**config.mk**
```make
export PLATFORM = sky130hd
export DESIGN_NAME = fopr_queue
export DESIGN_NICKNAME = d
export VERILOG_FILES = /design/src/rtl/four_op_register_machine_core_top_macros.svh /design/src/rtl/fopr_pkg.sv /design/src/rtl/fopr_queue.sv
export SDC_FILE = /design/constraint.sdc
export NUM_CORES = 1
export LEC_CHECK = 0
export ABC_AREA = 1
export BUFFER_PORTS_ARGS = -buffer_cell sky130_fd_sc_hd__clkbuf_2
export CORE_MARGIN = 4
export CORE_UTILIZATION = 30
export DETAILED_ROUTE_END_ITERATION = 8
export PLACE_DENSITY = 0.47
export SYNTH_ARGS = -nofsm -noshare
export SYNTH_HDL_FRONTEND = slang
export SYNTH_SLANG_ARGS = --single-unit
```
**constraint.sdc**
```tcl
create_clock -name clk_i -period 5.48 [get_ports clk_i]
set_input_delay 0.548 -clock clk_i [delete_from_list [all_inputs] [get_ports clk_i]]
set_output_delay 0.548 -clock clk_i [all_outputs]
set_load 0.05 [all_outputs]
```
**src/rtl/four_op_register_machine_core_top_macros.svh**
```systemverilog
// Assertion helpers for the four-op register machine core.
// Used by the top level only; expects clk_i and rst_ni in scope.
`ifndef FOUR_OP_REGISTER_MACHINE_CORE_TOP_MACROS_SVH
`define FOUR_OP_REGISTER_MACHINE_CORE_TOP_MACROS_SVH

// Same-cycle implication, disabled while reset is asserted.
`define FOPR_ASSERT_NOW(lbl, ante, cons, msg) \
  lbl: assert property (@(posedge clk_i) disable iff (!rst_ni) (ante) |-> (cons)) \
    else $error(msg);

// Next-cycle implication, disabled while reset is asserted.
`define FOPR_ASSERT_NEXT(lbl, ante, cons, msg) \
  lbl: assert property (@(posedge clk_i) disable iff (!rst_ni) (ante) |=> (cons)) \
    else $error(msg);

`endif

```
**src/rtl/fopr_pkg.sv**
```systemverilog
// Shared types and constants for the four-op register machine core.
// No dependencies; imported by every module of the block.
`default_nettype none

package fopr_pkg;

  localparam int WORD_W    = 32;
  localparam int INSTR_W   = 16;
  localparam int REG_IDX_W = 4;
  localparam int ADDR_W    = 8;
  localparam int REQ_W     = 2;
  localparam int QDEPTH    = 4;
  localparam int QPTR_W    = $clog2(QDEPTH);

  // Opcodes in instruction bits 15:12
  localparam logic [3:0] OPC_ADD   = 4'b0000;
  localparam logic [3:0] OPC_SUB   = 4'b0001;
  localparam logic [3:0] OPC_LOAD  = 4'b1000;
  localparam logic [3:0] OPC_STORE = 4'b1001;

  // Request types
  localparam logic [REQ_W-1:0] REQ_EXEC    = 2'd0;
  localparam logic [REQ_W-1:0] REQ_HOST_WR = 2'd1;
  localparam logic [REQ_W-1:0] REQ_HOST_RD = 2'd2;

  typedef enum logic [2:0] {
    OP_ADD,
    OP_SUB,
    OP_LOAD,
    OP_STORE,
    OP_HOST_WR,
    OP_HOST_RD,
    OP_BAD,
    OP_NONE
  } op_kind_e;

  typedef struct packed {
    op_kind_e              kind;
    logic [REG_IDX_W-1:0]  ra;
    logic [REG_IDX_W-1:0]  rb;
    logic [REG_IDX_W-1:0]  rd;
    logic [ADDR_W-1:0]     maddr;
    logic [WORD_W-1:0]     data;
  } q_entry_t;

  typedef struct packed {
    logic     valid;
    q_entry_t entry;
  } q_slot_t;

  typedef struct packed {
    logic                 en;
    logic [REG_IDX_W-1:0] ra;
    logic [REG_IDX_W-1:0] rb;
  } rf_rd_t;

  typedef struct packed {
    logic                 we;
    logic [REG_IDX_W-1:0] idx;
    logic [WORD_W-1:0]    data;
  } rf_wr_t;

endpackage

`default_nettype wire

```
**src/rtl/fopr_queue.sv**
```systemverilog
// Short FIFO between front end and execute back end.
// Depends on fopr_pkg for entry type and depth.
`default_nettype none

module fopr_queue (
  input  wire logic              clk_i,
  input  wire logic              rst_ni,
  input  wire fopr_pkg::q_slot_t push_i,
  input  wire logic              pop_i,
  output logic                   full_o,
  output fopr_pkg::q_slot_t      head_o
);
  import fopr_pkg::*;

  q_entry_t            slot_q [QDEPTH];
  logic [QPTR_W-1:0]   wr_ptr_q, wr_ptr_d;
  logic [QPTR_W-1:0]   rd_ptr_q, rd_ptr_d;
  logic [QPTR_W:0]     count_q, count_d;

  assign full_o       = (count_q == (QPTR_W+1)'(QDEPTH));
  assign head_o.valid = (count_q != '0);
  assign head_o.entry = slot_q[rd_ptr_q];

  always_comb begin
    wr_ptr_d = push_i.valid ? wr_ptr_q + 1'b1 : wr_ptr_q;
    rd_ptr_d = pop_i ? rd_ptr_q + 1'b1 : rd_ptr_q;
    case ({push_i.valid, pop_i})
      2'b10:   count_d = count_q + 1'b1;
      2'b01:   count_d = count_q - 1'b1;
      default: count_d = count_q;
    endcase
  end

  always_ff @(posedge clk_i or negedge rst_ni) begin
    if (!rst_ni) begin
      wr_ptr_q <= '0;
      rd_ptr_q <= '0;
      count_q  <= '0;
    end else begin
      wr_ptr_q <= wr_ptr_d;
      rd_ptr_q <= rd_ptr_d;
      count_q  <= count_d;
    end
  end

  always_ff @(posedge clk_i) begin
    if (push_i.valid) begin
      slot_q[wr_ptr_q] <= push_i.entry;
    end
  end

endmodule

`default_nettype wire

```
After elaboration in Yosys (flattened, before gate mapping)
Memory sizes are Yosys's and may differ from the RTL's.
Index checks and enable logic that the tools add are counted.

operators by class
  equality and inequality tests = 3
  mux-type cells = 3
  $add $sub $neg = 4
  reduce and logical (&&, ||, !) cells = 2

operators with widths
  cell                                                                    count
  3-bit case mux with 2 select lines                                      1
  2-bit by 1-bit adder with 2-bit output (second input constant)          2
  3-bit by 1-bit adder with 3-bit output (second input constant)          1
  3-bit equality test (second input constant)                             1
  3-bit nonzero test                                                      1
  3-bit by 1-bit subtractor with 3-bit output (second input constant)     1
  2-bit by 1-bit equality test with 1-bit output (second input constant)  1
  2-bit equality test (second input constant)                             1
  1-bit two-way mux                                                       2
  2-bit nonzero test                                                      1

word-level totals
  output and inout bits = 57
  logic and storage cells = 16
  register bits after elaboration = 7
  input bits = 59
  memories kept = 1
  memory bits (writable) = 220

memory list
  memory  words  bits a word  read ports  clocked after memory_dff  wr ports  RTL line          text
  slot_q  4      55           1           0                         1         fopr_queue.sv:15  q_entry_t slot_q [QDEPTH];

Depth between registers and ports, before layout
  depth in word-level cells = 2
  mapped depth = 10
  gate-level depth less buffers = 9

Worst setup path after synthesis
No wires, ideal clock.

  path type = input port to flip-flop
  from = input push_i[55] (netlist bit)
  to = memory slot_q[0][0] (netlist bit), enable pin
  required time = 5.071 ns
  data arrival time = 1.933 ns
  library setup time = 0.409 ns
  stages = 3
  setup slack = 3.138 ns
  path through = clkbuf_1 nand2_1 inv_1

on the way
  word-level cells in the longest chain between the ends = 2

RTL lines
  element                                  RTL line          text
  start, declared                          fopr_queue.sv:8   input wire fopr_pkg::q_slot_t push_i,
  1-bit two-way mux                        fopr_queue.sv:47  if (push_i.valid) begin
  1-bit two-way mux (implied by the code)  fopr_queue.sv:48  slot_q[wr_ptr_q] <= push_i.entry;
  end, declared                            fopr_queue.sv:15

Every way passes these cells.

==> flow_metrics.py <==
metrics = {
    "logic_synthesis": {
        "synth_seq_area_share": 0.714,
        "synth-compound-area-share": 0.117,
        "ys_types": 20,
        "syn_inst": 691,
        "xor_xnor_cell_area_share_of_the_yosys_netlist": 0.00369,
        "yosys.area_share.adder": 0.00869,
        "synth_area_per_cell_sq_um": 13.8,
        "ys_ff_latch": 227,
        "multiplexer_fraction_of_the_synthesized_cell_area": 0,
        "synth_fp_nets": 756,
        "synth-simple-area-share": 0.0718,
        "yosysWarningCount": 0,
        "synth_top_family_by_area": "compound AO/OA/AOI/OAI gates",
        "syn_area_sq_um": 9500,
    },
    "detailed_routing": {
        "drtIter0Drc": 284,
        "wire_per_inst_um": 15.7,
        "ant_nets": 0,
        "route.vias.total": 5262,
        "post_drt_via_cell_ratio": 4.32,
        "drc": 0,
        "firstDrtPassIters": 4,
        "routed_wirelength_um": 19200,
    },
    "sta": {
        "setup_tns_ps": 0,
        "timing.final.crit_share": 0.673,
        "headroom_to_the_max_slew_limit": 0.287,
        "fin_skew_ps": 5.19,
        "unrepaired_setup_endpoints_after_global_routing": "false",
        "finalHoldWorstSlack_ps": 245,
        "final_max_slew_viol_count": 0,
        "final.min_clock_period_ps": 3690,
        "hold_viol_final": 0,
        "max_freq_mhz": 271,
        "worst-slew-pin-transition_ps": 1070,
        "setup_viol": 0,
    },
    "setup_path": {
        "crit_arrival_ps": 3140,
        "path_cells": "inv_2, buf_4, o211ai_1, nand2_1, clkbuf_2",
        "critical-path-max-stage-delay_ps": 1110,
        "path_max_fanout": 56,
        "timing.rr.start": "rd_ptr_q[1]",
        "worst_r2r_dst": "rd_ptr_q[1]",
        "crit_path_start_kind": "flip-flop",
        "critical_path.top_delay_family": "buffers and inverters",
        "setup.reg_to_reg.worst_slack_ps": 3010,
        "r2r.worst_path.cells": 3,
        "path_class": "reg -> out",
        "cpMaxStageDelayCell": "sky130_fd_sc_hd__dfrtp_4",
        "worstSetupEndpointType": "output pin",
        "path_buf_inv": 3,
        "worst-endpoint-required_ps": 4930,
    },
    "floorplan": {
        "floorplan.io_pins": 116,
        "floorplan.core_area_sq_um": 30900,
        "initial_utilization": 0.307,
        "die-width_um": 186,
        "die_area_sq_um": 34600,
        "num_rows": 64,
        "fp.dieH_um": 186,
    },
    "final_layout": {
        "multi_input_comb_area_sq_um": 1910,
        "diode_count": 0,
        "final_common_cell": "sky130_fd_sc_hd__edfxtp_1",
        "synthToLayoutAreaGrowth_pct": 17.6,
        "sequential_cell_area_sq_um": 6790,
        "final_layout_size_suffix_gt1_frac": 0.270,
        "mostFrequentLayoutCells": "220 x sky130_fd_sc_hd__edfxtp_1, 176 x sky130_fd_sc_hd__nand2_1, 119 x sky130_fd_sc_hd__inv_1, 115 x sky130_fd_sc_hd__clkbuf_2",
        "fin_nets": 868,
        "fill_cells": 2998,
    },
    "power_and_ir_drop": {
        "totalPowerFinal_uw": 7130,
        "power.clock.fraction": 0.246,
        "max-vdd-ir-drop_uv": 304,
        "fraction_of_power_spent_switching_nets": 0.436,
        "power_density_nw_per_um2": 638,
        "internal-power_uw": 4020,
        "seq_power_share": 0.357,
        "netsw_uw": 3110,
        "p_leak_uw": 0.00453,
        "comb_power_share": 0.397,
    },
    "grt": {
        "antenna_found_initial": 0,
        "grt_util_all_layers": 0.110,
        "grt.overflow.total": 0,
        "grt_pass1_vias": 5170,
        "grt_start_max_net_pins": 166,
        "wire_length_of_the_first_global_routing_pass_um": 30000,
    },
    "worst_hold_path": {
        "whs_path_depth": 1,
        "min_delay_endpoint": "slot_q[1][54]",
        "holdCritPathClass": "in -> reg",
        "hold_path.startpoint": "push_i[54]",
    },
    "clocking": {
        "h-tree-depth": 1,
        "cts_max_path_buffers": 3,
        "clkSinkCount": 227,
        "root_buffer": "sky130_fd_sc_hd__clkbuf_16",
        "post_cts_buffers": 0,
        "cts_made_buffers": 26,
        "postCtsResizedCells": 0,
        "path_clk_slew_ps": 60,
        "cts_hold_repair.buffers": 1,
        "tritoncts": "done",
        "clk_latency_ps": 520,
    },
    "placement": {
        "detailed_place_hpwl_um": 11000,
        "globalplace.congestion": 0.670,
        "numPortBuffers": 115,
    },
    "run": {
        "max_cap_violations": 0,
    },
    "status": {
        "run_status": "complete, no violations",
    },
}
-- metal layers --
metal / part of all wire / vias to the layer above / GRT usage
met1: 0.46 / 2509 / 0.151
met2: 0.47 / 102 / 0.182
met3: 0.054 / 31 / 0.0240
met4: 0.017 / 0 / 0.0239
li1: - / 2620 / -
met5: 0 / - / 0
-- sequential cells by signal, indices dropped and copies added, names as in the netlist --
signal	count
slot_q	220
count_q	3
wr_ptr_q	2
rd_ptr_q	2
-- how the worst max path moves through the flow --
stage / from / end / cells past startpoint
2_1_floorplan: push_i[55] / slot_q[0][0] / 3
3_3_place_gp: rd_ptr_q[1] / head_o[7] / 5
3_5_place_dp: rd_ptr_q[1] / head_o[7] / 5
4_1_cts: rd_ptr_q[1] / head_o[7] / 5
5_1_grt: rd_ptr_q[1] / head_o[53] / 5
6_report: rd_ptr_q[1] / head_o[7] / 5
-- power by group through the flow --
| stage | sequential, uW | combinational [uW] | clock (uW) |
|---|---|---|---|
| floorplan | 2390 | 2520 | 0 |
| global placement | 2590 | 2900 | 0 |
| detailed placement | 2600 | 2910 | 0 |
| CTS | 2560 | 2910 | 1810 |
| global route | 2590 | 3090 | 1890 |
| finish | 2550 | 2830 | 1750 |
-- synth_stat cells --
cell	n	area, sq um
sky130_fd_sc_hd__buf_4	7	52.6
sky130_fd_sc_hd__nor3_1	1	5.00
sky130_fd_sc_hd__nand3_1	2	10.0
sky130_fd_sc_hd__o21ai_0	2	10.0
sky130_fd_sc_hd__buf_12	1	20.0
sky130_fd_sc_hd__xnor2_1	1	8.76
sky130_fd_sc_hd__fa_1	1	20.0
sky130_fd_sc_hd__dfrtp_1	7	175
sky130_fd_sc_hd__o211ai_1	55	413
sky130_fd_sc_hd__buf_6	20	225
sky130_fd_sc_hd__nand2_1	176	661
sky130_fd_sc_hd__nand4_1	1	6.26
sky130_fd_sc_hd__inv_2	1	3.75
sky130_fd_sc_hd__o211ai_2	55	688
sky130_fd_sc_hd__clkbuf_1	2	7.51
sky130_fd_sc_hd__buf_2	8	40.0
sky130_fd_sc_hd__inv_1	123	462
sky130_fd_sc_hd__edfxtp_1	220	6610
sky130_fd_sc_hd__ha_1	5	62.6
sky130_fd_sc_hd__xor2_1	3	26.3
-- per-stage QoR --
stage	utilization	std cells	instance area [sq um]	setup WS, ps
floorplan	-	691	9500	3140
global placement	0.333	1170	10300	2220
detailed placement	0.333	1170	10300	2210
CTS	0.362	1219	11200	1650
global route	0.362	1219	11200	1530
finish	0.362	1219	11200	1790
-- area by class of cell --
cell class	instances	share of cell area
Tap cell	396	0.0443
Clock inverter	18	0.0167
Multi-Input combinational cell	302	0.171
Timing Repair Buffer	122	0.0575
Inverter	124	0.0416
Sequential cell	227	0.607
Clock buffer	30	0.0615
-- cells by family after synthesis --
| group | Yosys count |
|---|---|
| simple gates | 180 |
| buf+inv | 162 |
| xor+xnor | 4 |
| compound gates | 112 |
| fa+ha+maj | 6 |
| flops | 227 |
-- worst register-to-register path: stages, from the launching register on --
cell                      delay, ps
sky130_fd_sc_hd__dfrtp_4       1110
sky130_fd_sc_hd__inv_2          550
sky130_fd_sc_hd__buf_4          450
sky130_fd_sc_hd__xor2_1         240
Power figures use the tool's default switching activity.
