<file path="src/rtl/four_op_register_machine_core_top_macros.svh">
// Assertion helpers for the four-op register machine core.
// Used by the top level only; expects clk_i and rst_ni in scope.
`ifndef FOUR_OP_REGISTER_MACHINE_CORE_TOP_MACROS_SVH
`define FOUR_OP_REGISTER_MACHINE_CORE_TOP_MACROS_SVH

// Same-cycle implication, disabled while reset is asserted.
`define FOPR_ASSERT_NOW(lbl, ante, cons, msg) \
  lbl: assert property (@(posedge clk_i) disable iff (!rst_ni) (ante) |-> (cons)) \
    else $error(msg);

// Next-cycle implication, disabled while reset is asserted.
`define FOPR_ASSERT_NEXT(lbl, ante, cons, msg) \
  lbl: assert property (@(posedge clk_i) disable iff (!rst_ni) (ante) |=> (cons)) \
    else $error(msg);

`endif

</file>
<file path="src/rtl/fopr_pkg.sv">
// Shared types and constants for the four-op register machine core.
// No dependencies; imported by every module of the block.
`default_nettype none

package fopr_pkg;

  localparam int WORD_W    = 32;
  localparam int INSTR_W   = 16;
  localparam int REG_IDX_W = 4;
  localparam int ADDR_W    = 8;
  localparam int REQ_W     = 2;
  localparam int QDEPTH    = 4;
  localparam int QPTR_W    = $clog2(QDEPTH);

  // Opcodes in instruction bits 15:12
  localparam logic [3:0] OPC_ADD   = 4'b0000;
  localparam logic [3:0] OPC_SUB   = 4'b0001;
  localparam logic [3:0] OPC_LOAD  = 4'b1000;
  localparam logic [3:0] OPC_STORE = 4'b1001;

  // Request types
  localparam logic [REQ_W-1:0] REQ_EXEC    = 2'd0;
  localparam logic [REQ_W-1:0] REQ_HOST_WR = 2'd1;
  localparam logic [REQ_W-1:0] REQ_HOST_RD = 2'd2;

  typedef enum logic [2:0] {
    OP_ADD,
    OP_SUB,
    OP_LOAD,
    OP_STORE,
    OP_HOST_WR,
    OP_HOST_RD,
    OP_BAD,
    OP_NONE
  } op_kind_e;

  typedef struct packed {
    op_kind_e              kind;
    logic [REG_IDX_W-1:0]  ra;
    logic [REG_IDX_W-1:0]  rb;
    logic [REG_IDX_W-1:0]  rd;
    logic [ADDR_W-1:0]     maddr;
    logic [WORD_W-1:0]     data;
  } q_entry_t;

  typedef struct packed {
    logic     valid;
    q_entry_t entry;
  } q_slot_t;

  typedef struct packed {
    logic                 en;
    logic [REG_IDX_W-1:0] ra;
    logic [REG_IDX_W-1:0] rb;
  } rf_rd_t;

  typedef struct packed {
    logic                 we;
    logic [REG_IDX_W-1:0] idx;
    logic [WORD_W-1:0]    data;
  } rf_wr_t;

endpackage

`default_nettype wire

</file>
<file path="src/rtl/fopr_front.sv">
// Front end: takes requests from the input channel and classifies them
// into queue entries. Depends on fopr_pkg.
`default_nettype none

module fopr_front (
  input  wire logic                          in_valid_i,
  output logic                               in_stall_o,
  input  wire logic [fopr_pkg::REQ_W-1:0]    req_type_i,
  input  wire logic [fopr_pkg::INSTR_W-1:0]  instr_word_i,
  input  wire logic [fopr_pkg::ADDR_W-1:0]   host_addr_i,
  input  wire logic signed [fopr_pkg::WORD_W-1:0] host_data_i,
  input  wire logic                          q_full_i,
  output fopr_pkg::q_slot_t                  push_o
);
  import fopr_pkg::*;

  op_kind_e kind;

  always_comb begin
    kind = OP_NONE;
    case (req_type_i)
      REQ_EXEC: begin
        case (instr_word_i[15:12])
          OPC_ADD:   kind = OP_ADD;
          OPC_SUB:   kind = OP_SUB;
          OPC_LOAD:  kind = OP_LOAD;
          OPC_STORE: kind = OP_STORE;
          default:   kind = OP_BAD;
        endcase
      end
      REQ_HOST_WR: kind = OP_HOST_WR;
      REQ_HOST_RD: kind = OP_HOST_RD;
      default:     kind = OP_NONE;
    endcase
  end

  assign in_stall_o = q_full_i;

  always_comb begin
    push_o.valid       = in_valid_i && !q_full_i;
    push_o.entry.kind  = kind;
    push_o.entry.ra    = instr_word_i[11:8];
    push_o.entry.rb    = instr_word_i[7:4];
    push_o.entry.rd    = instr_word_i[3:0];
    // host requests carry their own address
    push_o.entry.maddr = (req_type_i == REQ_EXEC) ? instr_word_i[7:0] : host_addr_i;
    push_o.entry.data  = host_data_i;
  end

endmodule

`default_nettype wire

</file>
<file path="config.mk">
export PLATFORM = sky130hd
export DESIGN_NAME = fopr_front
export DESIGN_NICKNAME = d
export VERILOG_FILES = /design/src/rtl/four_op_register_machine_core_top_macros.svh /design/src/rtl/fopr_pkg.sv /design/src/rtl/fopr_front.sv
export SDC_FILE = /design/constraint.sdc
export NUM_CORES = 1
export LEC_CHECK = 0
export ABC_AREA = 1
export ABC_CLOCK_PERIOD_IN_PS = 2500
export BUFFER_PORTS_ARGS = -buffer_cell sky130_fd_sc_hd__buf_2
export CORE_AREA = 3 3 49 51
export DETAILED_ROUTE_END_ITERATION = 6
export DIE_AREA = 0 0 52 54
export PLACE_DENSITY = 0.95
export SYNTH_ARGS = -nofsm -noshare
export SYNTH_HDL_FRONTEND = slang
export SYNTH_SLANG_ARGS = --single-unit
</file>
<file path="constraint.sdc">
create_clock -name vclk -period 2.5
set_input_delay 0.5 -clock vclk [all_inputs]
set_output_delay 0.5 -clock vclk [all_outputs]
set_load 0.005 [all_outputs]
</file>
# == Word-level counts from Yosys, hierarchy flattened ==
# Index checks and enable logic that the tools add are counted.
# word_totals
output_inout_bits,57
reg_bits,0
word_cells,12
input_bits,60
# classes
reduce_logical,4
eq_ne,5
mux,3
# ops
op,n
$pmux W3 S4,1
$pmux W3 S3,1
$eq A4 B4 Y1 const B,2
$mux W8,1
$eq A4 B1 Y1 const B,1
$logic_not A4 Y1,1
$eq A2 B1 Y1 const B,1
$eq A2 B2 Y1 const B,1
$logic_not A2 Y1,1
$logic_and A1 B1 Y1,1
$logic_not A1 Y1,1

# == Logic depth before layout (Yosys ltp) ==
# Gate-level depths: netlist (run 1).
# depth
depth_word,3
ltp_mapped,7
depth_no_buf,6

# == Least setup slack after synthesis (run 1) ==
# OpenSTA, ideal clock, no wires.
# synth_path
path_type,input-to-output
startpoint,input port req_type_i[1] (netlist name)
endpoint,output port push_o[52] (netlist name)
t_arrival_ns,1.079
cell_stages,7
n_path_buf,1
path_slack_ns,0.921
t_required_ns,2.000
cell_sequence,inv_1 > ha_1 > buf_6 > nand2_2 > inv_2 > nand3_2 > nand2_2
# synth_lines
element,line,rtl
start: declaration,fopr_front.sv:8,"input wire logic [fopr_pkg::REQ_W-1:0] req_type_i,"
end: declaration,fopr_front.sv:13,output fopr_pkg::q_slot_t push_o

==> run summary, run 1 <==
Status - finished, final reports clean
Maximum number of pins on one net before global-route repair - 11
GRT Total Usage - 8.19%
Congestion Overflow GR - 0
# diodes - 0
Vias in the first global route - 436
Top-level port count - 117
Post-cts gate resize count - 0
Seq pwr share - 0%
Post-synth net total - 151
WP data required - 2.00 ns
Combinational power share - 100.0%
Total of max-cap violations - 0
Post-CTS Setup Inserts - 0
Layout cells sized above 1 - 57.3%
Switching power - 0.0370 mW
DR vias - 481
Final #Nets - 153
Area Growth Syn to Fin - -15.2%
DRC - 0
First-pass GRT wire length - 1.77 mm
Initial antenna violation count - 0
Final Hold Fails - 0
Storage element area - 0 µm²
Seq cells - 0
Die Y - 54 µm
Die width - 52 µm
DR WL/cell - 11.1 µm
Final setup violating endpoints - 0
CP Launch Type - input port
Synth cell types - 11
CTS Hold Bufs - 0
Crit path kind - in2out
Die area - 2810 µm²
Placed Instances - 116
Post-synthesis cell count - 89
FMAX - 504 MHz
WL final - 1.29 mm
Min-Delay Path Class - in2out
Worst Tran Pin Value - 0.242 ns
Switching share of power - 48.4%
Most frequent cells in the layout - buf_2 (45), nand2_1 (27), inv_1 (3), nor2_1 (3)
1st-iter DRT viols - 5
Syn avg cell area - 6.10 µm²
Cell area after synthesis - 543 µm²
Rows - 16
Vias per inst - 4.15
Clock buffers - 0
Setup TNS - 0 ns
Core ar. - 1980 µm²
Pleak - 0.318 nW
Commonest non-fill, non-tap cell in the layout - buf_2
Crit path max fanout - 10
PD cells - 166 nW/µm²
Synth warn - 0
WP data arrival - 1.49 ns
Tcrit/Tclk final - 79.4%
RSZ-0062 raised after global routing - no
Drt pass-1 iters - 4
Routability cong. - 0.638
DP Wirelength - 1.11 mm
Slew margin rel. - 83.7%
Internal power - 0.0395 mW
CP Capture Type - output port
Core Util, Final - 23.2%
Peak VDD IR - 53.1 µV
Clock power frac - 0%
DRT antenna net count - 0
Register area share after synthesis - 0%
Port Buf Inserts - 45
Final Max Slew Viols - 0
Initial Utilization - 27.4%
Final Critical Period - 1.99 ns
Post-Layout Cell Count - 116
==> per-stage QoR <==
| stage | hold slack, ns | cell area [µm²] | power, mW | setup WS (ns) |
|---|---|---|---|---|
| finish | 1.00 | 460 | 0.0765 | 0.514 |
| global placement | 1.00 | 460 | 0.0771 | 0.557 |
| global route | 1.00 | 460 | 0.0874 | 0.372 |
| CTS | 1.00 | 460 | 0.0782 | 0.508 |
| floorplan | 1.03 | 543 | 0.0870 | 0.921 |
| detailed placement | 1.00 | 460 | 0.0777 | 0.509 |
==> synthesized netlist by cell type (all sizes together) <==
| master | instances | area share, % |
|---|---|---|
| a21oi | 1 | 0.92 |
| buf | 46 | 64 |
| ha | 2 | 4.6 |
| inv | 5 | 3.5 |
| nand2 | 29 | 21 |
| nand3 | 1 | 1.8 |
| nor2 | 3 | 2.1 |
| o21ai | 2 | 1.8 |
==> power by group through the flow <==
stage	Combinational [mW]	Sequential, mW	Clock [mW]
floorplan	0.0870	0	0
global placement	0.0771	0	0
detailed placement	0.0777	0	0
CTS	0.0782	0	0
global route	0.0874	0	0
finish	0.0765	0	0
==> cell families after synthesis <==
family	synth area share, %
fa+ha+maj	4.61
compound gates	2.76
simple gates	24.9
buf+inv	67.7
==> final cells by class <==
cell class,instances,area [µm²]
Inverter,5,18.8
Tap cell,27,33.8
Timing Repair Buffer,46,233
Fill cell,222,1520
Multi-Input combinational cell,38,175
==> metal layers <==
| layer | routed length, µm | track usage (%) |
|---|---|---|
| met3 | 216 | 1.11 |
| met5 | 0 | 0 |
| met4 | 96 | 7.42 |
| met1 | 409 | 7.28 |
| met2 | 569 | 15.9 |
==> final timing paths <==
path / depth (start not counted) / start / to / slack, ns
setup / recovery: 7 / req_type_i[1] / push_o[53] / 0.51
hold / removal: 0 / host_data_i[15] / push_o[15] / 1.00
==> critical path: stages <==
cell	delay (ns)
buf_2	0.11
inv_1	0.08
ha_1	0.28
inv_2	0.15
o21ai_0	0.17
nand2_1	0.06
buf_2	0.13
Note: power is estimated with default switching activity, not from simulation.
==> run 2, diff against run 1 <==
- ABC_CLOCK_PERIOD_IN_PS: 2500 -> 2050
- CORE_AREA: 3 3 49 51 -> 3 3 51 53
- DIE_AREA: 0 0 52 54 -> 0 0 54 56
- PLACE_DENSITY: 0.95 -> 0.93
- clock period: 2.5 -> 2.05 ns (I/O delays scaled with it)
==> run 2 against run 1 <==
  * Final area up 1.9%
  * Critical path depth up 1
  * Power up 22%
  * Combinational power up 22%
  * Final cell count up 1.7%
  * Critical path type unchanged
  * Worst setup slack worse by 0.17 ns
  * Sequential share of layout area unchanged
  * Flip-flop and latch count unchanged
  * Routed wire length down 1.6%
  * Critical endpoint unchanged
==> run summary, run 2 (synthesis results as in run 1) <==
Status - finished, final reports clean
Commonest non-fill, non-tap cell in the layout - buf_2
Maximum number of pins on one net before global-route repair - 11 (unchanged)
Clock buffers - 0 (unchanged)
Min-delay src - host_data_i[24]
Vias in the first global route - 381 (-13%)
1st-iter DRT viols - 8 (+3)
Final Max Slew Viols - 0 (unchanged)
WL final - 1.27 mm (-1.6%)
Tcrit/Tclk final - 83.3%
Vias per inst - 3.96 (-4.6%)
FMAX - 586 MHz
Final Critical Period - 1.71 ns
Die area - 3020 µm² (+7.7%)
Post-place instance area - 469 µm² (+1.9%)
Post-cts gate resize count - 0 (unchanged)
Rows - 17 (+1)
Peak per-stage delay on the critical path - 0.22 ns (-0.06 ns)
Crit path max fanout - 10 (unchanged)
Crit path kind - in2out
Fill cells - 264 (+19%)
GRT Total Usage - 7.75% (-0.44 points)
DR vias - 467 (-2.9%)
Area occupied by multi-input gates - 175 µm² (unchanged)
CTS Hold Bufs - 0 (unchanged)
WP data required - 1.64 ns (-0.36 ns)
Final Cell Area - 469 µm² (+1.9%)
# diodes - 0 (unchanged)
Worst Tran Pin Value - 0.222 ns (-0.0193 ns)
Initial antenna violation count - 0 (unchanged)
Seq cells - 0 (unchanged)
Final setup violating endpoints - 0 (unchanged)
Port Buf Inserts - 45 (unchanged)
Pleak - 0.324 nW (+1.6%)
Most frequent cells in the layout - buf_2 (45), nand2_1 (27), inv_1 (3), nor2_1 (3)
Slowest library cell on the worst path - ha_1
CP Capture Type - output port
Total of max-cap violations - 0 (unchanged)
Setup TNS - 0 ns (unchanged)
DP Wirelength - 1.07 mm (-3.2%)
Routability cong. - 0.608 (-4.7%)
First-pass GRT wire length - 1.83 mm (+3.5%)
Post-CTS Setup Inserts - 0 (unchanged)
Core ar. - 2190 µm² (+11%)
DR WL/cell - 10.8 µm (-3.3%)
DRT antenna net count - 0 (unchanged)
CP Launch Type - input port
Die Y - 56 µm (+3.7%)
RSZ-0062 raised after global routing - no
Initial Utilization - 24.8% (-2.6 points)
Die width - 54 µm (+3.8%)
WP data arrival - 1.30 ns (-0.19 ns)
DRC - 0 (unchanged)
Layout cells sized above 1 - 57.8% (+0.47 points)
Drt pass-1 iters - 4 (unchanged)
Peak VDD IR - 77.1 µV (+45%)
PD cells - 198 nW/µm² (+19%)
Area Growth Syn to Fin - -13.6%
Top-level port count - 117 (unchanged)
Final Hold Fails - 0 (unchanged)
Final #Nets - 154 (+0.65%)
Crit path from - req_type_i[1]
Min-Delay Path Class - in2out
Slew margin rel. - 85.0% (+1.3 points)
Power, Total - 0.0931 mW (+22%)
Congestion Overflow GR - 0 (unchanged)
Storage element area - 0 µm² (unchanged)
CP Cell Sequence - buf_2, inv_1, ha_1, inv_2, nand2_1, o21ai_0, nand2_1, buf_2
## run 2: cell count changes in the layout (fill, tap and decap cells not counted), sizes merged
cell / previous run / this run
buf: 46 / 47
## run 2: path summary, 6_finish.rpt
check             depth (start not counted)  slack (ns)    endpoint
setup / recovery                          8        0.34  push_o[53]
hold / removal                            0        0.82  push_o[24]
## run 2: routing by layer
layer  share of wire (%)  GRT usage, %
met1                  31          8.10
met2                  43          12.3
met3                  17          2.14
met4                 8.4          6.41
met5                   0             0
## run 2: worst max-delay path, delay by kind of cell
family,cells,cell delay (ns)
buffers and inverters,4,0.48
and+or+nand+nor,2,0.13
adders and majority gates,1,0.22
AOI/OAI and AO/OA,1,0.07
## run 2: layout make-up
| type | count | area share, % |
|---|---|---|
| timing repair buffer | 47 | 51.2 |
| tap | 28 | 7.47 |
| multi-input combinational | 38 | 37.3 |
| inverter | 5 | 4.00 |
## run 2: where the power goes
group	switching (mW)	total (mW)	internal, mW
Sequential	0	0	0
Combinational	0.0439	0.0931	0.0491
Clock	0	0	0
## run 2: metrics by stage
| stage | std cells | util [%] | hold slack, ns | setup slack [ns] |
|---|---|---|---|---|
| final | 118 | 21.4 | 0.820 | 0.343 |
| after CTS | 118 | 21.4 | 0.820 | 0.343 |
| after global placement | 118 | 21.4 | 0.820 | 0.393 |
| after floorplan | 89 | - | 0.851 | 0.651 |
| after global routing | 118 | 21.4 | 0.820 | 0.247 |
| after detailed placement | 118 | 21.4 | 0.820 | 0.347 |
