$ cat src/rtl/four_op_register_machine_core_top_macros.svh
// Assertion helpers for the four-op register machine core.
// Used by the top level only; expects clk_i and rst_ni in scope.
`ifndef FOUR_OP_REGISTER_MACHINE_CORE_TOP_MACROS_SVH
`define FOUR_OP_REGISTER_MACHINE_CORE_TOP_MACROS_SVH

// Same-cycle implication, disabled while reset is asserted.
`define FOPR_ASSERT_NOW(lbl, ante, cons, msg) \
  lbl: assert property (@(posedge clk_i) disable iff (!rst_ni) (ante) |-> (cons)) \
    else $error(msg);

// Next-cycle implication, disabled while reset is asserted.
`define FOPR_ASSERT_NEXT(lbl, ante, cons, msg) \
  lbl: assert property (@(posedge clk_i) disable iff (!rst_ni) (ante) |=> (cons)) \
    else $error(msg);

`endif

$ cat src/rtl/fopr_pkg.sv
// Shared types and constants for the four-op register machine core.
// No dependencies; imported by every module of the block.
`default_nettype none

package fopr_pkg;

  localparam int WORD_W    = 32;
  localparam int INSTR_W   = 16;
  localparam int REG_IDX_W = 4;
  localparam int ADDR_W    = 8;
  localparam int REQ_W     = 2;
  localparam int QDEPTH    = 4;
  localparam int QPTR_W    = $clog2(QDEPTH);

  // Opcodes in instruction bits 15:12
  localparam logic [3:0] OPC_ADD   = 4'b0000;
  localparam logic [3:0] OPC_SUB   = 4'b0001;
  localparam logic [3:0] OPC_LOAD  = 4'b1000;
  localparam logic [3:0] OPC_STORE = 4'b1001;

  // Request types
  localparam logic [REQ_W-1:0] REQ_EXEC    = 2'd0;
  localparam logic [REQ_W-1:0] REQ_HOST_WR = 2'd1;
  localparam logic [REQ_W-1:0] REQ_HOST_RD = 2'd2;

  typedef enum logic [2:0] {
    OP_ADD,
    OP_SUB,
    OP_LOAD,
    OP_STORE,
    OP_HOST_WR,
    OP_HOST_RD,
    OP_BAD,
    OP_NONE
  } op_kind_e;

  typedef struct packed {
    op_kind_e              kind;
    logic [REG_IDX_W-1:0]  ra;
    logic [REG_IDX_W-1:0]  rb;
    logic [REG_IDX_W-1:0]  rd;
    logic [ADDR_W-1:0]     maddr;
    logic [WORD_W-1:0]     data;
  } q_entry_t;

  typedef struct packed {
    logic     valid;
    q_entry_t entry;
  } q_slot_t;

  typedef struct packed {
    logic                 en;
    logic [REG_IDX_W-1:0] ra;
    logic [REG_IDX_W-1:0] rb;
  } rf_rd_t;

  typedef struct packed {
    logic                 we;
    logic [REG_IDX_W-1:0] idx;
    logic [WORD_W-1:0]    data;
  } rf_wr_t;

endpackage

`default_nettype wire

$ cat src/rtl/fopr_regfile.sv
// Register file with registered two-port read, write-through and
// per-entry valid bits so unwritten registers read as zero. Uses fopr_pkg.
`default_nettype none

module fopr_regfile #(
  parameter int REG_COUNT = 16
) (
  input  wire logic                         clk_i,
  input  wire logic                         rst_ni,
  input  wire fopr_pkg::rf_rd_t             rd_i,
  input  wire fopr_pkg::rf_wr_t             wr_i,
  output logic [fopr_pkg::WORD_W-1:0]       a_o,
  output logic [fopr_pkg::WORD_W-1:0]       b_o
);
  import fopr_pkg::*;

  localparam int RIDX_W = (REG_COUNT > 1) ? $clog2(REG_COUNT) : 1;
  localparam logic [REG_IDX_W:0] REG_LIM = (REG_IDX_W+1)'(REG_COUNT);

  logic [WORD_W-1:0]    rf_q [REG_COUNT];
  logic [REG_COUNT-1:0] vld_q;
  logic [WORD_W-1:0]    a_q, a_d, b_q, b_d;
  logic [RIDX_W-1:0]    ra_s, rb_s, wr_s;
  logic                 ra_ok, rb_ok;

  assign ra_s  = rd_i.ra[RIDX_W-1:0];
  assign rb_s  = rd_i.rb[RIDX_W-1:0];
  assign wr_s  = wr_i.idx[RIDX_W-1:0];
  assign ra_ok = ({1'b0, rd_i.ra} < REG_LIM);
  assign rb_ok = ({1'b0, rd_i.rb} < REG_LIM);

  // write-through so a read in the write cycle sees the new value
  always_comb begin
    if (wr_i.we && (wr_i.idx == rd_i.ra)) begin
      a_d = wr_i.data;
    end else if (ra_ok && vld_q[ra_s]) begin
      a_d = rf_q[ra_s];
    end else begin
      a_d = '0;
    end
    if (wr_i.we && (wr_i.idx == rd_i.rb)) begin
      b_d = wr_i.data;
    end else if (rb_ok && vld_q[rb_s]) begin
      b_d = rf_q[rb_s];
    end else begin
      b_d = '0;
    end
  end

  always_ff @(posedge clk_i or negedge rst_ni) begin
    if (!rst_ni) begin
      vld_q <= '0;
    end else if (wr_i.we) begin
      vld_q[wr_s] <= 1'b1;
    end
  end

  always_ff @(posedge clk_i) begin
    if (wr_i.we) begin
      rf_q[wr_s] <= wr_i.data;
    end
    if (rd_i.en) begin
      a_q <= a_d;
      b_q <= b_d;
    end
  end

  assign a_o = a_q;
  assign b_o = b_q;

endmodule

`default_nettype wire

$ cat config.mk
export PLATFORM = sky130hd
export DESIGN_NAME = fopr_regfile
export DESIGN_NICKNAME = d
export VERILOG_FILES = /design/src/rtl/four_op_register_machine_core_top_macros.svh /design/src/rtl/fopr_pkg.sv /design/src/rtl/fopr_regfile.sv
export SDC_FILE = /design/constraint.sdc
export NUM_CORES = 1
export LEC_CHECK = 0
export BUFFER_PORTS_ARGS = -buffer_cell sky130_fd_sc_hd__buf_2
export CAP_MARGIN = 15
export CORE_MARGIN = 2
export CORE_UTILIZATION = 35
export CTS_CLUSTER_DIAMETER = 120
export DETAILED_ROUTE_END_ITERATION = 16
export SLEW_MARGIN = 20
export SYNTH_ARGS = -nofsm -noshare
export SYNTH_HDL_FRONTEND = slang
export SYNTH_SLANG_ARGS = --single-unit
$ cat constraint.sdc
create_clock -name clk_i -period 1.6 [get_ports clk_i]
set_input_delay 0.24 -clock clk_i [delete_from_list [all_inputs] [get_ports clk_i]]
set_output_delay 0.24 -clock clk_i [all_outputs]
set_load 0.1 [all_outputs]
=== Yosys cells after proc, flatten, opt, wreduce, memory -nomap -nowiden ===
Memories as Yosys holds them, arrays and structs flattened.
Index checks and enable logic that the tools add are counted.

* Flip-flop bits (word level): 80
* Memories: 1
* Output and inout port bits: 64
* Memory bits (writable): 512

* Order comparisons: 4
* Eq/ne operators: 2
* Bitwise gates (word level): 1
* Reduce and logical (&&, ||, !) cells: 3
* Mux-type cells: 12

{| class="wikitable"
|+ Memory list
! memory !! depth !! bits a word !! rd ports !! clocked after memory_dff !! write ports !! RTL line !! RTL
|-
| rf_q || 16 || 32 || 2 || 0 || 1 || fopr_regfile.sv:20 || <nowiki>logic [WORD_W-1:0] rf_q [REG_COUNT];</nowiki>
|}

{| class="wikitable"
|+ Operators with widths
! kind !! number
|-
| 2-to-1 mux 32 bit || 4
|-
| OR 16 bit || 1
|-
| < comparator 4 x 5 -> 1 bit (second input constant) || 3
|-
| binary-select mux 1 bit (select 4 bit) || 2
|-
| == test 4 bit || 2
|-
| 2-to-1 mux 1 bit || 5
|-
| demux 1 bit (select 4 bit) || 1
|-
| >= comparator 4 x 1 -> 1 bit (second input constant) || 1
|-
| logical AND 1 bit || 3
|}

=== Longest topological paths before layout ===
Gate-level depths: netlist of the first run.

* Word-level depth: 5
* Depth in mapped cells: 8
* Depth with buffers taken out: 4

=== Worst setup path before layout of the first run ===
Ideal clock, no wire load.

* Path type: input -> register
* Start point: input wr_i[34] in the netlist's numbering
* End point: memory rf_q[0][0], enable pin
* Slack: -1.850 ns
* Arrival time: 2.988 ns
* Library setup time: 0.463 ns
* Required time: 1.137 ns
* Stages on the path: 2
* Cell sequence: or3b_2 -> nor3_1

{| class="wikitable"
|+ RTL lines
! item !! RTL line !! RTL
|-
| start, declared || fopr_regfile.sv:11 || <nowiki>input wire fopr_pkg::rf_wr_t wr_i,</nowiki>
|-
| end, declared || fopr_regfile.sv:20 ||
|}

Straight into the memory's write port.

=== Final worst setup path of the first run ===
* Start point: register vld_q[14]
* End point: register b_q[22], in the netlist b_o[22] (data pin)

* Longest elaborated chain between the ends: 4

{| class="wikitable"
|+ Ends and longest elaborated chain
! item !! RTL line !! RTL
|-
| start, declared || fopr_regfile.sv:21 || <nowiki>logic [REG_COUNT-1:0] vld_q;</nowiki>
|-
| start signal, assigned || fopr_regfile.sv:52 || <nowiki>vld_q <= '0;</nowiki>
|-
| start signal, assigned by index || fopr_regfile.sv:54 || <nowiki>vld_q[wr_s] <= 1'b1;</nowiki>
|-
| binary-select mux 1 bit (select 4 bit) || fopr_regfile.sv:43 || <nowiki>end else if (rb_ok && vld_q[rb_s]) begin</nowiki>
|-
| 2-to-1 mux 1 bit (not written as such) || fopr_regfile.sv:43 ||
|-
| 2-to-1 mux 32 bit || fopr_regfile.sv:43 ||
|-
| 2-to-1 mux 32 bit || fopr_regfile.sv:41 || <nowiki>if (wr_i.we && (wr_i.idx == rd_i.rb)) begin</nowiki>
|-
| named net b_d[22] || fopr_regfile.sv:22 || <nowiki>logic [WORD_W-1:0] a_q, a_d, b_q, b_d;</nowiki>
|-
| end signal, assigned || fopr_regfile.sv:64 || <nowiki>b_q <= b_d;</nowiki>
|-
| end, declared || fopr_regfile.sv:22 ||
|}

The timed path passes the listed nets, and every way through them passes these cells. The select of a mux whose other input is x is not followed.
A chain may end at the register's enable or synchronous reset.

==> results of run 1 <==
## worst max-delay path, cell delays in order, from the launching register on
cell,delay [ns]
dfrtp_1,0.40
mux4_2,0.47
mux2i_1,0.18
mux2_4,0.26
buf_12,0.15
buf_12,0.13
o31ai_1,0.08
## registers in the layout, indices dropped and copies added, names as in the netlist
signal,count
a_o,32
vld_q,16
b_o,32
rf_q,512
## power groups by stage
stage | clock network [mW] | registers [mW] | logic [mW]
3_5_place_dp | 0 | 18.3 | 5.94
6_report | 14.6 | 18.0 | 6.52
3_3_place_gp | 0 | 18.3 | 5.91
5_1_grt | 15.5 | 18.1 | 6.77
2_1_floorplan | 0 | 19.8 | 2.29
4_1_cts | 14.9 | 18.0 | 6.30
## metal layers
metal	vias to the layer above	share of wire, %	wire length [microns]	GRT usage [%]
met4	4	2.8	2230	6.04
met5	-	0.034	27	0
met1	8568	41	32700	27.5
met2	695	49	39600	34.0
met3	139	7.3	5870	3.71
li1	6559	-	-	-
## layout by cell type, fill, tap and decap left out, types with 6 or more instances in the layout
master / Yosys / routed
buf_4: 17 / 179
buf_2: 39 / 42
clkinv_2: 0 / 11
bufinv_16: 0 / 10
o31ai_1: 64 / 30
dfrtp_1: 16 / 16
or2_2: 16 / 16
clkbuf_1: 54 / 10
nand3_1: 65 / 64
o31ai_2: 0 / 20
edfxtp_1: 576 / 576
nor3_4: 0 / 6
buf_12: 0 / 101
clkbuf_16: 0 / 61
and2_2: 0 / 6
xor2_1: 6 / 6
dlygate4sd3_1: 0 / 27
nor2_1: 78 / 64
mux4_2: 264 / 264
a22o_1: 128 / 128
clkinv_1: 0 / 15
o31ai_4: 0 / 14
buf_6: 14 / 25
nor2_4: 0 / 14
## cells by family (layout without fill, tap and decap cells)
family / after synthesis / after routing
flip-flops: 592 / 592
AND/OR/NAND/NOR: 181 / 181
multiplexers: 270 / 270
buffers and inverters: 124 / 495
XOR/XNOR: 8 / 8
AO/OA/AOI/OAI: 192 / 192
## cell type report
cell class              instances  area, sq um
clock buffers                  71         1560
clock inverters                43          489
fillers                      6473        41700
multi-input cells             651         9070
flip-flops and latches        592        17700
well taps                    1030         1290
repair buffers                381         4230
## per-stage QoR
stage          setup slack, ns  utilization [%]  std cells
2_1_floorplan           -0.378                -       1367
6_report                -0.329             45.1       2768
4_1_cts                 -0.321             44.8       2760
3_5_place_dp            -0.557             41.2       2621
3_3_place_gp            -0.550             41.2       2621
5_1_grt                 -0.366             45.1       2768
## final timing paths
check	from	end
max reg2reg	vld_q[14]	b_o[22]
min reg2reg	vld_q[7]	vld_q[7]
max in group asynchronous	rst_ni	vld_q[15]
max	vld_q[14]	b_o[22]
min	wr_i[9]	rf_q[13][9]
min in group asynchronous	rst_ni	vld_q[9]
## repair_timing
| action | CTS | global route |
|---|---|---|
| setup buffers | 4 | 9 |
| endpoints found under the setup margin | 128 | 75 |
| resized for setup | 114 | 33 |
| hold buffers | 27 | 0 |
| pin swaps | 11 | 4 |
| gates cloned | 0 | 0 |
| endpoints found under the hold margin | 370 | 0 |
==> impl_metrics.py, run 1 <==
metrics = {
    "worst_setup_path": {
        "path_class": "flop to flop",
        "worstSetupEndpointType": "flop",
        "worstPathArrival_ns": 2.32,
        "r2r_cells": 6,
        "worstPathMaxFanout": 8,
        "cp_data_required_time_ns": 1.99,
        "reg2reg_slack_ns": -0.33,
        "start_kind": "flop",
    },
    "yosys": {
        "synth_area_leaders": "edfxtp_1, mux4_2, a22o_1",
        "ys_async_sr_fraction_pct": 2.70,
        "synthesis.area_sq_um": 26900,
        "synthTopCellsByCount": "edfxtp_1, mux4_2, a22o_1",
        "syn_nets": 1415,
        "synthMuxAreaShare_pct": 22.3,
        "synth_compound_area_share_pct": 5.95,
        "ys_seq_area_share_pct": 65.7,
        "ys_types": 24,
        "ys.flop_type": "edfxtp_1",
        "synthSimpleGateAreaFrac_pct": 3.18,
        "synth_top_family_by_area": "multiplexers",
        "ys_seq_elements": 592,
        "yosysMostFrequentCell": "edfxtp_1",
        "avgSynthCellArea_sq_um": 19.7,
        "synth_top_area_share_pct": 64.3,
        "synth_area_leader_cell": "edfxtp_1",
        "synth_xor_area_share_pct": 0.260,
        "synth_edf_count": 576,
        "synthCells": 1367,
        "synth_adder_area_share_pct": 0,
        "yosys_warnings": 0,
    },
    "die": {
        "dieArea_sq_um": 79100,
        "core_area_sq_um": 76100,
        "ios": 112,
        "die_w_microns": 281,
        "initial_core_util_pct": 35.4,
        "die_y_microns": 281,
        "rows": 101,
    },
    "placement": {
        "dpl_cell_area_sq_um": 31400,
        "port_buffers": 111,
        "place_hpwl_microns": 51200,
        "gp_congestion": 0.822,
    },
    "power": {
        "intPower_mw": 28.9,
        "clkPwrFrac_pct": 37.4,
        "power.share.combinational_pct": 16.6,
        "irDropWorstVdd_mv": 0.788,
        "seqPwrFrac_pct": 46.0,
        "power_mw": 39.1,
        "powerDensity_nw_per_um2": 1140,
        "p_leak_nw": 11.4,
        "p_sw_share_pct": 26.2,
        "switching_power_mw": 10.3,
    },
    "layout": {
        "diodes": 0,
        "fin_nets": 1734,
        "drive_gt1_share_pct": 45.7,
        "syn_to_final_growth_pct": 27.6,
        "final_area_sq_um": 34300,
    },
    "detailed_routing": {
        "postRouteAntennaNets": 0,
        "viasPerCell": 5.77,
        "vias": 16000,
        "drt_first_pass_iters": 5,
        "wire_per_inst_microns": 29.1,
        "post-route-drc-count": 0,
        "wl_microns": 80500,
        "first_iter_violations": 1734,
    },
    "hold_path": {
        "hp-class": "input pin to flop",
        "hold_depth": 1,
    },
    "grt": {
        "grt_pass1_wl_microns": 116000,
        "grt_max_degree": 32,
        "grt.overflow.total": 0,
        "grt_use_total_pct": 20.5,
        "antenna_found_initial": 2,
        "grt_pass1_vias": 16500,
    },
    "clock_tree": {
        "root_buffer": "clkbuf_16",
        "clk_path_buf_depth": 3,
        "cts.sinks": 592,
        "h-tree-depth": 2,
        "cts_tree": "done",
        "clk_pin_slew_ns": 0.06,
        "insertion_delay_ns": 0.64,
        "numCtsBuffers": 60,
    },
    "timing": {
        "drv_slew": 0,
        "post-route-min-period_ns": 1.93,
        "fin_crit_sh_pct": 121,
        "max_freq_mhz": 518,
        "tightest_slew_ns": 0.420,
        "setup_violations": 67,
        "setup_tns_ns": -15.97,
        "finalClockSkew_ns": 0.0217,
        "relSlewSlack_pct": 72.0,
        "hold_violations": 0,
        "layout_setup_ws_ns": -0.329,
        "rsz0062_at_grt": "yes",
        "hold_ws_ns": 0.0396,
    },
    "run_status": {
        "violations": "setup timing",
        "status": "complete, but fails checks",
    },
    "run": {
        "drv_cap": 0,
    },
}
(Power assumes the default switching activity.)
==> inputs of run 2 (changes only) <==
- CTS_BUF_LIST: default -> sky130_fd_sc_hd__clkbuf_2 sky130_fd_sc_hd__clkbuf_4 sky130_fd_sc_hd__clkbuf_8
==> impl_metrics.py, run 2 (same netlist as run 1, synthesis figures left out) <==
metrics = {
    "clock_tree": {
        "clk_pin_slew_ns": 0.06,
        "insertion_delay_ns": 0.71,
        "cts.sinks": 592,
        "h-tree-depth": 3,
        "numCtsBuffers": 96,
        "clk_path_buf_depth": 3,
        "root_buffer": "clkbuf_8",
        "cts_tree": "done",
    },
    "power": {
        "seqPwrFrac_pct": 47.1,
        "clkPwrFrac_pct": 35.8,
        "irDropWorstVdd_mv": 0.651,
        "p_leak_nw": 11.5,
        "power.share.combinational_pct": 17.1,
        "p_sw_share_pct": 27.2,
        "powerDensity_nw_per_um2": 1110,
        "switching_power_mw": 10.4,
        "intPower_mw": 27.9,
    },
    "timing": {
        "fin_crit_sh_pct": 122,
        "relSlewSlack_pct": 50.6,
        "setup_violations": 81,
        "tightest_slew_ns": 0.739,
        "layout_setup_ws_ns": -0.353,
        "max_freq_mhz": 512,
        "rsz0062_at_grt": "yes",
        "hold_violations": 0,
        "post-route-min-period_ns": 1.95,
        "finalClockSkew_ns": 0.0391,
        "drv_slew": 0,
    },
    "worst_setup_path": {
        "r2r_cells": 6,
        "worstPathMaxFanout": 8,
        "reg2reg_slack_ns": -0.35,
        "crit_path_max_incr_delay_ns": 0.49,
        "r2r_start": "vld_q[14]",
        "worstSetupEndpointType": "flop",
        "worstPathArrival_ns": 2.41,
        "r2r_end": "b_o[22]",
        "crit_top_cell": "buf_12",
        "cp.buffers_inverters": 2,
        "path_class": "flop to flop",
        "crit_chain": "mux4_2 -> mux2i_1 -> mux2_4 -> buf_12 -> buf_12 -> o31ai_1",
        "critPathTopFamily": "multiplexers",
        "crit_cells": 6,
        "startpoint": "vld_q[14]",
        "worstSetupEndpoint": "b_o[22]",
        "start_kind": "flop",
        "cp_data_required_time_ns": 2.06,
        "crit_slowest_cell": "mux4_2",
    },
    "die": {
        "ios": 112,
        "die_y_microns": 281,
        "core_area_sq_um": 76100,
        "die_w_microns": 281,
        "rows": 101,
        "dieArea_sq_um": 79100,
        "initial_core_util_pct": 35.4,
    },
    "layout": {
        "fin_nets": 1778,
        "largest_register_ffs": 512,
        "drive_gt1_share_pct": 47.0,
        "layout_common_cells": "edfxtp_1, mux4_2, buf_4, a22o_1, clkbuf_8",
        "largest_register": "rf_q",
        "syn_to_final_growth_pct": 27.9,
        "final_util_pct": 45.2,
        "layout_commonest_cell": "edfxtp_1",
        "instances_no_fill": 2838,
        "fill_cells": 6534,
    },
    "placement": {
        "place.detailed.instances": 2621,
        "place_hpwl_microns": 51200,
        "port_buffers": 111,
        "gp_congestion": 0.822,
    },
    "run_status": {
        "status": "complete, but fails checks",
        "violations": "setup timing",
    },
    "grt": {
        "grt_use_total_pct": 20.8,
        "grt.overflow.total": 0,
        "antenna_found_initial": 3,
        "grt_max_degree": 32,
        "grt_pass1_wl_microns": 117000,
        "grt_pass1_vias": 17000,
    },
    "detailed_routing": {
        "post-route-drc-count": 0,
        "viasPerCell": 5.75,
        "vias": 16300,
        "wire_per_inst_microns": 28.7,
        "wl_microns": 81500,
        "drt_first_pass_iters": 5,
        "first_iter_violations": 1697,
        "postRouteAntennaNets": 0,
    },
    "hold_path": {
        "hp-class": "input pin to flop",
    },
    "run": {
        "drv_cap": 0,
    },
}
run 2: final cells by class:
type / count / area, sq um / area share, %
flip-flops and latches: 592 / 17700 / 51.4
multi-input cells: 651 / 8980 / 26.1
repair buffers: 389 / 4460 / 13.0
clock buffers: 129 / 1600 / 4.65
well taps: 1030 / 1290 / 3.74
clock inverters: 46 / 392 / 1.14
diodes: 1 / 2.50 / 0.00727
run 2: timing repair:
item	4_1_cts	5_1_grt
pin swaps	6	2
endpoints found under the hold margin	543	0
gates resized for setup	145	29
hold buffers	35	0
setup endpoints to repair	128	100
setup buffers	4	5
run 2: tightest hold or removal path, cell delays in order:
cell and delay, ns:
buf_2 0.15, or3b_4 0.16, nor3_4 0.06, buf_12 0.16
run 2: how the worst min path moves through the flow:
stage	startpoint	endpoint	slack, ns	depth (start not counted)
6_report	wr_i[34]	rf_q[0][5]	0.24	4
4_1_cts	wr_i[34]	rf_q[0][14]	0.19	4
2_1_floorplan	rst_ni	vld_q[0]	-0.06	0
3_5_place_dp	rst_ni	vld_q[9]	0.17	1
5_1_grt	wr_i[34]	rf_q[0][14]	0.23	4
3_3_place_gp	rst_ni	vld_q[3]	0.17	1
run 2: per-layer routing:
layer | wire [microns] | global-route usage (%)
met1 | 32600 | 27.4
met2 | 39900 | 34.3
met3 | 6580 | 4.25
met4 | 2510 | 7.17
met5 | 21 | 0
run 2: stage by stage:
step	power [mW]	worst slack [ns]	area, sq um	hold WS [ns]	TNS [ns]
final	38.3	-0.353	34400	0.242	-17.14
after global routing	39.5	-0.373	34400	0.233	-21.38
after CTS	38.4	-0.332	34200	0.191	-18.57
after detailed placement	24.2	-0.557	31400	0.174	-83.37
after global placement	24.2	-0.550	31400	0.174	-86.98
after floorplan	22.1	-0.378	27400	-0.0556	-41.77
run 2: power by group through the flow:
| stage | Combinational, mW | Sequential [mW] | Clock [mW] |
|---|---|---|---|
| 3_3_place_gp | 5.91 | 18.3 | 0 |
| 2_1_floorplan | 2.29 | 19.8 | 0 |
| 5_1_grt | 6.79 | 18.1 | 14.6 |
| 6_report | 6.54 | 18.0 | 13.7 |
| 3_5_place_dp | 5.94 | 18.3 | 0 |
| 4_1_cts | 6.39 | 18.0 | 14.0 |
